==> src/rtl/core/kwm_max_sel.sv <==
// kwm_max_sel: balanced comparator tree, picks the largest valid key.
// Ties go to the lower index. No dependencies.
module kwm_max_sel #(
    parameter int N  = 8,
    parameter int KW = 32
) (
    input  logic [N-1:0]         valid,
    input  logic [KW-1:0]        keys [N],
    output logic                 found,
    output logic [$clog2(N)-1:0] idx,
    output logic [KW-1:0]        key
);

    localparam int IW = $clog2(N);
    localparam int P  = 1 << IW;

    // heap-ordered nodes: 1 is the root, P..2P-1 are the leaves
    logic          node_v [2*P];
    logic [KW-1:0] node_k [2*P];
    logic [IW-1:0] node_i [2*P];

    always_comb
    begin
        node_v[0] = 1'b0;
        node_k[0] = '0;
        node_i[0] = '0;
        for (int n = 0; n < P; n++)
        begin
            node_i[P+n] = IW'(n);
            if (n < N)
            begin
                node_v[P+n] = valid[n];
                node_k[P+n] = keys[n];
            end
            else
            begin
                node_v[P+n] = 1'b0;
                node_k[P+n] = '0;
            end
        end
        for (int n = P - 1; n >= 1; n--)
        begin
            // left child holds the lower indices, so it wins ties
            if (node_v[2*n] && (!node_v[2*n+1] || node_k[2*n] >= node_k[2*n+1]))
            begin
                node_v[n] = 1'b1;
                node_k[n] = node_k[2*n];
                node_i[n] = node_i[2*n];
            end
            else
            begin
                node_v[n] = node_v[2*n+1];
                node_k[n] = node_k[2*n+1];
                node_i[n] = node_i[2*n+1];
            end
        end
    end

    assign found = node_v[1];
    assign idx   = node_i[1];
    assign key   = node_k[1];

endmodule

==> config.mk <==
export PLATFORM = sky130hd
export DESIGN_NAME = kwm_max_sel
export DESIGN_NICKNAME = d
export VERILOG_FILES = /design/src/rtl/core/kwm_max_sel.sv
export SDC_FILE = /design/constraint.sdc
export NUM_CORES = 1
export LEC_CHECK = 0
export BUFFER_PORTS_ARGS = -buffer_cell sky130_fd_sc_hd__buf_2
export CAP_MARGIN = 15
export CELL_PAD_IN_SITES_DETAIL_PLACEMENT = 1
export CELL_PAD_IN_SITES_GLOBAL_PLACEMENT = 2
export CORE_ASPECT_RATIO = 0.9
export CORE_MARGIN = 2
export CORE_UTILIZATION = 26
export DETAILED_ROUTE_END_ITERATION = 10
export PLACE_DENSITY = 0.79
export RECOVER_POWER = 100
export SLEW_MARGIN = 20
export SYNTH_ARGS = -nofsm -noshare
export SYNTH_HDL_FRONTEND = slang
export SYNTH_SLANG_ARGS = --single-unit
==> constraint.sdc <==
create_clock -name vclk -period 6.7
set_clock_uncertainty 0.1 [all_clocks]
set_input_delay 0.67 -clock vclk [all_inputs]
set_output_delay 0.67 -clock vclk [all_outputs]
set_load 0.01 [all_outputs]
==> metrics, run 1 <==
status=finished with violations; failing checks=negative setup slack; nets=2631; register area=0 um^2; Detail Placement HPWL=42600 um; routed len/inst=19.00 um; Post-Syn Instances=1274; Post-Route WL=49590 um; largest net degree at the start of global routing=34; layout cell share with drive strength beyond 1=56.05%; CP Launch Type=primary input; min cycle time layout=7.903 ns; syn_nets=1762; Crit path required time=5.93 ns; slowest CP cell=or4_4; Layout area overhead=94.51%; f_max=126.5 MHz; CP Class=primary input to output pin; global-route wire length before repair=76730 um; number of global-route vias before repair=14.52k; Max Cap Violations=0; YS warnings=0; final period utilization=118.0%; Die Area=36660 um^2; RD Place Congestion=0.9829; grt total ovfl=0; final setup fails=35; leak pwr=8.999 nW; number of vias per cell=5.123; Pwr Total=2.772 mW; CP Capture Type=output pin; Slew headroom=59.77%; Post-Layout Cell Count=2610; residual DRC count=0; Crit. Startpoint=keys[197]; initial DRC count=339; Die Span X=201.6 um; antenna diode count=0; final hold violations=0; power per cell area=156.0 nW/um^2; setup TNS=-38.77 ns; setup ws final=-1.203 ns; Std-Cell Rows=65; Inst Count DP=2542; Seq Cell Count=0; Routed Antenna Nets=0; syn_area_per_cell=7.171 um^2; Hold Crit Class=primary input to output pin; # IOs=300; Worst Max-Slew Pin Slew=0.6009 ns; worst hold start=valid[1]; pre-CTS setup slack=-1.704 ns; clkbuf count=0; gr usage total=26.02%; sequential fraction of the synthesis area=0%; Final Util=51.05%; Initial Util=26.25%; Worst VDD drop=0.1970 mV; CP max FO=12; Max Slew Vio Count=0; synthesized cell area=9136 um^2; largest area contributor in the netlist=ha_1; crit-path max cell delay=0.54 ns; CP most frequent cell=buf_4; DR pass1 iterations=4; Port Buffers=300; via count=13.37k; Netlist cell types=59; Synth area leaders=ha_1 (31%), a21oi_1 (7.0%), o21ai_0 (6.2%); core area=34810 um^2; Worst Path Arrival=7.13 ns; area share of the leading cell type in the synthesized netlist=30.68%; RSZ-0062 raised after global routing=yes; Chip Height=181.8 um; initial antenna violation count=0
timing repair:
action,4_1_cts,5_1_grt
gates resized for setup,152,110
setup buffers,43,17
setup endpoints to repair,35,35
gates cloned,6,2
hold buffers,0,0
pin swaps,29,23
cell usage in the layout, fill, tap and decap left out, types with 24 or more instances in the layout:
master | synthesis | routed
nor3_1 | 45 | 37
inv_1 | 138 | 116
o21ai_0 | 113 | 45
o32ai_4 | 0 | 27
o21ai_1 | 2 | 41
o21ai_2 | 0 | 25
buf_4 | 5 | 596
o221ai_1 | 32 | 24
ha_4 | 0 | 24
nand2_1 | 41 | 37
buf_2 | 15 | 285
nor2_1 | 95 | 91
a21oi_1 | 128 | 117
ha_1 | 224 | 199
nand4_1 | 30 | 30
a211oi_1 | 74 | 38
mux2_2 | 32 | 30
or2_1 | 29 | 29
o211a_1 | 33 | 33
buf_6 | 4 | 33
per-layer routing:
metal / part of all wire [%] / global-route usage (%) / vias to the layer above
li1: - / - / 6600
met1: 44 / 31.98 / 6436
met2: 51 / 49.12 / 274
met3: 3.0 / 1.795 / 61
met4: 2.7 / 6.029 / 0
met5: 0 / 0 / -
through the flow:
stage	area, um^2	hold slack (ns)
2_1_floorplan	10200	1.391
3_3_place_gp	16250	1.789
3_5_place_dp	16250	1.779
4_1_cts	17220	1.782
5_1_grt	17770	1.835
6_report	17770	1.785
path summary, 6_finish.rpt:
kind | depth (start not counted) | slack [ns] | end
max | 33 | -1.20 | idx[0]
min | 5 | 1.79 | found
layout make-up:
cell class | count | area, um^2
repair buffers | 934 | 6685
multi-input cells | 1069 | 9946
fillers | 4339 | 17040
inverters | 138 | 553.0
well taps | 469 | 586.8
cell usage after synthesis, drive strengths merged, types with 2 or more instances:
cell type,n
a2111oi,5
a211oi,75
a21boi,33
a21o,22
a21oi,128
a221oi,3
a31oi,5
and3,3
and4,5
buf,27
clkbuf,43
ha,224
inv,138
mux2,32
mux2i,3
nand2,41
nand2b,8
nand3,14
nand4,30
nor2,95
nor2b,8
nor3,45
nor4b,2
o2111ai,2
o211a,33
o211ai,4
o21a,10
o21ai,115
o221ai,32
o31a,2
o31ai,2
o32ai,32
or2,32
or3,3
or4,2
critical path: cells and delay by family:
kind                       cells  cell delay [ns]
adders and majority gates      3             0.88
buffers and inverters         10             1.33
and+or+nand+nor               10             1.99
muxes                          2             0.59
AOI/OAI and AO/OA              8             1.65
kinds of logic after synthesis:
family	Yosys count	synth area share, %
simple gates	293	15.89
fa+ha+maj	224	30.68
compound gates	514	39.88
buf+inv	208	9.285
mux	35	4.273
where the power goes:
| group | internal [mW] | switching [mW] | leakage (nW) |
|---|---|---|---|
| registers | 0 | 0 | 0 |
| logic | 1.42 | 1.35 | 9.00 |
| clock network | 0 | 0 | 0 |
No activity file was read; power rests on OpenSTA's default activity.
==> run 2, diff against run 1 <==
ABC_AREA = 1   (was default)
CORE_UTILIZATION = 24   (was 26)
==> metrics, run 2 <==
status=finished with violations (unchanged); failing checks=negative setup slack (unchanged); Crit path required time=5.93 ns (about the same); initial antenna violation count=0 (unchanged); cell with the most instances after synthesis=nand2_1 (was ha_1); f_max=143.5 MHz (was 126.5 MHz); min cycle time layout=6.968 ns (was 7.903 ns); Initial Util=24.16% (was 26.25%); total internal power=1.544 mW (was 1.422 mW); number of global-route vias before repair=14.53k (was 14.52k); area share of the leading cell type in the synthesized netlist=29.53% (was 30.68%); Pwr Total=3.218 mW (was 2.772 mW); RSZ-0062 raised after global routing=yes (unchanged); post-synthesis compound-gate area fraction=7.171% (was 39.88%); CP Capture Type=output pin (unchanged); syn_nets=2168 (was 1762); routed len/inst=19.62 um (was 19.00 um); final setup fails=35 (unchanged); Synth area leaders=ha_1 (30%), nand2_1 (20%), nand3_1 (18%) (was ha_1 (31%), a21oi_1 (7.0%), o21ai_0 (6.2%)); Netlist cell types=35 (was 59); Detail Placement HPWL=42730 um (was 42600 um); final period utilization=104.0% (was 118.0%); via count=14.30k (was 13.37k); RD Place Congestion=0.9405 (was 0.9829); global-route wire length before repair=74350 um (was 76730 um); Worst VDD drop=0.1895 mV (was 0.1970 mV); syn_area_per_cell=5.650 um^2 (was 7.171 um^2); clkbuf count=0 (unchanged); Hold EP=key[10] (was found); Final Util=50.64% (was 51.05%); hold-critical path depth=6 (was 5); Post-Route WL=56850 um (was 49590 um); Switch Pwr=1.674 mW (was 1.350 mW); YS warnings=0 (unchanged); Port Buffers=300 (unchanged); Die Area=41160 um^2 (was 36660 um^2); Worst Max-Slew Pin Slew=0.8234 ns (was 0.6009 ns); Buf+Inv Stages, Crit Path=9 (was 10); Post-Syn Instances=1680 (was 1274); Hold WS=1.749 ns (was 1.785 ns); power per cell area=161.8 nW/um^2 (was 156.0 nW/um^2); Seq pwr share=0% (about the same); worst hold start=keys[138] (was valid[1]); synthesized cell area=9492 um^2 (was 9136 um^2); adder-cell share of the synthesized area=29.53% (was 30.68%); combinational share of power=100.0% (about the same); Post-Layout Cell Count=2897 (was 2610); initial DRC count=568 (was 339); setup TNS=-5.413 ns (was -38.77 ns); final hold violations=0 (unchanged); combinational family with the most area after synthesis=simple AND/OR/NAND/NOR gates (was compound AO/OA/AOI/OAI gates); Routed Antenna Nets=0 (unchanged); gr usage total=23.14% (was 26.02%); CP max FO=18 (was 12); grt total ovfl=0 (unchanged); register area=0 um^2 (unchanged); Slew headroom=45.10% (was 59.77%); slowest CP cell=ha_4 (was or4_4); sequential fraction of the synthesis area=0% (unchanged); Hold Crit Class=primary input to output pin (unchanged); commonest non-fill, non-tap cells in the layout=buf_4 (385), nand2_1 (283), buf_2 (236), nand3_1 (204), nand2_2 (180) (was buf_4 (596), buf_2 (285), ha_1 (199), a21oi_1 (117), inv_1 (116)); Simple-Gate Fraction of Synth Area=49.59% (was 15.89%); Clk pwr share=0% (about the same); crit-path max cell delay=0.27 ns (was 0.54 ns); Inst Count DP=2833 (was 2542); CP Class=primary input to output pin (unchanged); DR pass1 iterations=4 (unchanged); Worst Path Arrival=6.20 ns (was 7.13 ns); Seq Cell Count=0 (unchanged); switching share of total power=52.01% (was 48.71%); core area=39280 um^2 (was 34810 um^2); Post-Synth XOR/XNOR Area=0% (unchanged); nets=2855 (was 2631); mux cell area share after synthesis=0% (was 4.273%); crit-path leading delay family=simple AND/OR/NAND/NOR gates (unchanged); largest net degree at the start of global routing=31 (was 34); number of vias per cell=4.936 (was 5.123); leading cell type in the layout, fill and taps excluded=buf_4 (unchanged); antenna diode count=0 (unchanged); Std-Cell Rows=69 (was 65); leak pwr=10.26 nW (was 8.999 nW); Chip Height=192.7 um (was 181.8 um); setup ws final=-0.2685 ns (was -1.203 ns); Max Slew Vio Count=0 (unchanged); Die Span X=213.6 um (was 201.6 um); largest area contributor in the netlist=ha_1 (unchanged); most frequent cells after synthesis=nand2_1 (509), nand3_1 (344), inv_1 (233) (was ha_1 (224), inv_1 (138), a21oi_1 (128)); Max Cap Violations=0 (unchanged); CP Launch Type=primary input (unchanged); # IOs=300 (unchanged); layout cell share with drive strength beyond 1=60.97% (was 56.05%); residual DRC count=0 (unchanged); Layout area overhead=109.6% (was 94.51%)
## run 2: cell types whose count changed after synthesis, moves of 36 or more
| cell | previous run | this run |
|---|---|---|
| a211oi_1 | 74 | 1 |
| a21oi_1 | 128 | 86 |
| and2_1 | 1 | 64 |
| clkbuf_1 | 43 | 7 |
| inv_1 | 138 | 233 |
| nand2_1 | 41 | 509 |
| nand3_1 | 14 | 344 |
| nor3_1 | 45 | 7 |
| o21ai_0 | 113 | 15 |
## run 2: area by class of cell
type | instances | area (um^2)
Fill cell | 4868 | 19390
Multi-Input combinational cell | 1388 | 12320
Timing Repair Buffer | 741 | 5986
Inverter | 236 | 918.4
Tap cell | 532 | 665.6
## run 2: kinds of logic (layout without fill, tap and decap cells)
group | after synthesis | after routing
AO/OA/AOI/OAI | 125 | 125
adder cells (fa/ha/maj) | 224 | 224
buffers and inverters | 295 | 977
AND/OR/NAND/NOR | 1036 | 1039
## run 2: how the worst max path moves through the flow
stage	startpoint	to	depth (start not counted)
finish	keys[175]	key[31]	37
global route	keys[148]	key[31]	40
CTS	keys[135]	key[10]	39
detailed placement	keys[135]	idx[1]	38
global placement	keys[135]	idx[1]	38
floorplan	keys[151]	key[25]	38
## run 2: per-stage QoR
stage	instance area (um^2)	setup slack, ns
after floorplan	9492	0.8901
after global placement	14220	-0.4529
after detailed placement	14220	-0.5430
after CTS	15060	-0.1633
after global routing	19890	-0.4680
final	19890	-0.2685
## run 2: per-layer routing
layer	routed length (um)	track usage, %	vias to the layer above	share of wire (%)
met5	0	0	-	0
met4	1346	3.339	0	2.4
met3	2161	0.8299	69	3.8
met2	28980	43.94	354	51
met1	24360	29.35	6933	43
li1	-	-	6944	-
## run 2: power by group through the flow
stage | sequential (mW) | combinational (mW) | clock (mW)
6_report | 0 | 3.22 | 0
4_1_cts | 0 | 2.21 | 0
3_5_place_dp | 0 | 1.98 | 0
3_3_place_gp | 0 | 1.92 | 0
5_1_grt | 0 | 3.46 | 0
2_1_floorplan | 0 | 1.04 | 0
## run 2: repair_timing
item | CTS | global route
pin swaps | 15 | 261
buffers inserted | 7 | 35
gates cloned | 7 | 18
gates resized for setup | 139 | 837
endpoints found under the setup margin | 36 | 36
hold buffers | 0 | 0
==> run 3, diff against run 2 <==
--- a/config.mk
+++ b/config.mk
@@ -7,3 +7,3 @@
 export LEC_CHECK = 0
-export ABC_AREA = 1
+export ABC_AREA = 0
 export BUFFER_PORTS_ARGS = -buffer_cell sky130_fd_sc_hd__buf_2
@@ -14,3 +14,3 @@
 export CORE_MARGIN = 2
-export CORE_UTILIZATION = 24
+export CORE_UTILIZATION = 26
 export DETAILED_ROUTE_END_ITERATION = 10
==> constraint.sdc (replaced) <==
create_clock -name vclk -period 6.25
set_clock_uncertainty 0.1 [all_clocks]
set_input_delay 0.625 -clock vclk [all_inputs]
set_output_delay 0.625 -clock vclk [all_outputs]
set_load 0.02 [all_outputs]
==> metrics, run 3 (synthesized netlist as in run 1, its figures left out) <==
fill count=4254 (was 4868); Routed Antenna Nets=0 (unchanged); power per cell area=184.0 nW/um^2 (was 161.8 nW/um^2); nets=2652 (was 2855); slowest CP cell=or4_4 (was ha_4); Initial Util=26.25% (was 24.16%); leak pwr=9.302 nW (was 10.26 nW); layout cell share with drive strength beyond 1=59.71% (was 60.97%); final period utilization=124.1%; routed len/inst=20.38 um (was 19.62 um); Chip Height=181.8 um (was 192.7 um); initial antenna violation count=2 (was 0); Post-Layout Cell Count=2632 (was 2897); clkbuf count=0 (unchanged); final setup fails=35 (unchanged); initial DRC count=488 (was 568); CP Capture Type=output pin (unchanged); residual DRC count=0 (unchanged); Slew headroom=42.21% (was 45.10%); final hold violations=0 (unchanged); CP most frequent cell=a21o_1; RSZ-0062 raised after global routing=yes (unchanged); global-route wire length before repair=81700 um (was 74350 um); via count=13.60k (was 14.30k); Inst Count DP=2537 (was 2833); Worst Max-Slew Pin Slew=0.8632 ns (was 0.8234 ns); crit-path leading delay family=compound AO/OA/AOI/OAI gates (was simple AND/OR/NAND/NOR gates); gr usage total=27.66% (was 23.14%); crit-path max cell delay=0.47 ns (was 0.27 ns); Die Span X=201.6 um (was 213.6 um); Buf+Inv Stages, Crit Path=8 (was 9); grt total ovfl=0 (unchanged); Seq Cell Count=0 (unchanged); Final Util=54.35% (was 50.64%); Hold Crit Class=primary input to output pin (unchanged); Port Buffers=300 (unchanged); CP Launch Type=primary input (unchanged); number of global-route vias before repair=14.74k (was 14.53k); core area=34810 um^2 (was 39280 um^2); Crit path required time=5.52 ns (was 5.93 ns); Worst Path Arrival=7.03 ns (was 6.20 ns); CP Class=primary input to output pin (unchanged); min cycle time layout=7.754 ns; Max Slew Vio Count=0 (unchanged); setup ws final=-1.504 ns (was -0.2685 ns); DR pass1 iterations=5 (was 4); Detail Placement HPWL=43120 um (was 42730 um); Worst VDD drop=0.1187 mV (was 0.1895 mV); Pwr Total=3.480 mW (was 3.218 mW); Die Area=36660 um^2 (was 41160 um^2); Std-Cell Rows=65 (was 69); largest net degree at the start of global routing=34 (was 31); Hold WS=1.684 ns (was 1.749 ns); failing checks=negative setup slack (unchanged); status=finished with violations (unchanged); leading cell type in the layout, fill and taps excluded=buf_4 (unchanged); # IOs=300 (unchanged); Post-Route WL=53640 um (was 56850 um); Max Cap Violations=0 (unchanged); RD Place Congestion=0.8860 (was 0.9405); Hold-fix buffers, CTS=0 (unchanged); CP max FO=8 (was 18); register area=0 um^2 (unchanged); Layout area overhead=107.1% (was 109.6%); commonest non-fill, non-tap cells in the layout=buf_4 (605), buf_2 (251), ha_1 (184), inv_1 (113), a21oi_1 (101) (was buf_4 (385), nand2_1 (283), buf_2 (236), nand3_1 (204), nand2_2 (180)); number of vias per cell=5.166 (was 4.936); f_max=129.0 MHz
## run 3: report_power, final
| part | switching (mW) | internal, mW | total [mW] |
|---|---|---|---|
| Combinational | 1.70 | 1.78 | 3.48 |
| Sequential | 0 | 0 | 0 |
| Clock | 0 | 0.0000000214 | 0.0000000214 |
## run 3: final timing paths
path                  startpoint  endpoint  depth (start not counted)
worst max-delay path    keys[89]   key[19]                         34
worst min-delay path    valid[2]     found                          5
## run 3: final cells by class
| type | instances | area, um^2 | share of cell area, % |
|---|---|---|---|
| diodes | 1 | 2.502 | 0.01323 |
| inverters | 138 | 548.0 | 2.897 |
| multi-input cells | 1071 | 10590 | 56.00 |
| well taps | 469 | 586.8 | 3.102 |
| repair buffers | 953 | 7187 | 37.99 |
## run 3: what timing repair did
item                                    in CTS  in global routing
pin swaps                                   62                 53
cloned                                      14                  1
resized for setup                          312                106
buffers inserted                            66                 17
endpoints found under the setup margin      35                 35
## run 3: metrics by stage
stage	worst slack, ns	instance area, um^2	TNS, ns
final	-1.504	18920	-49.71
after global routing	-1.734	18920	-57.28
after CTS	-1.375	18230	-45.14
after detailed placement	-2.199	16200	-74.03
after global placement	-1.995	16200	-65.82
after floorplan	-0.6688	10190	-21.03
## run 3: per-layer routing
layer,GRT usage [%],share of wire (%),vias to the layer above
met3,1.184,2.8,50
met5,0,0.024,-
met2,49.54,48,297
met4,4.088,2.1,2
met1,37.37,47,6602
li1,-,-,6645
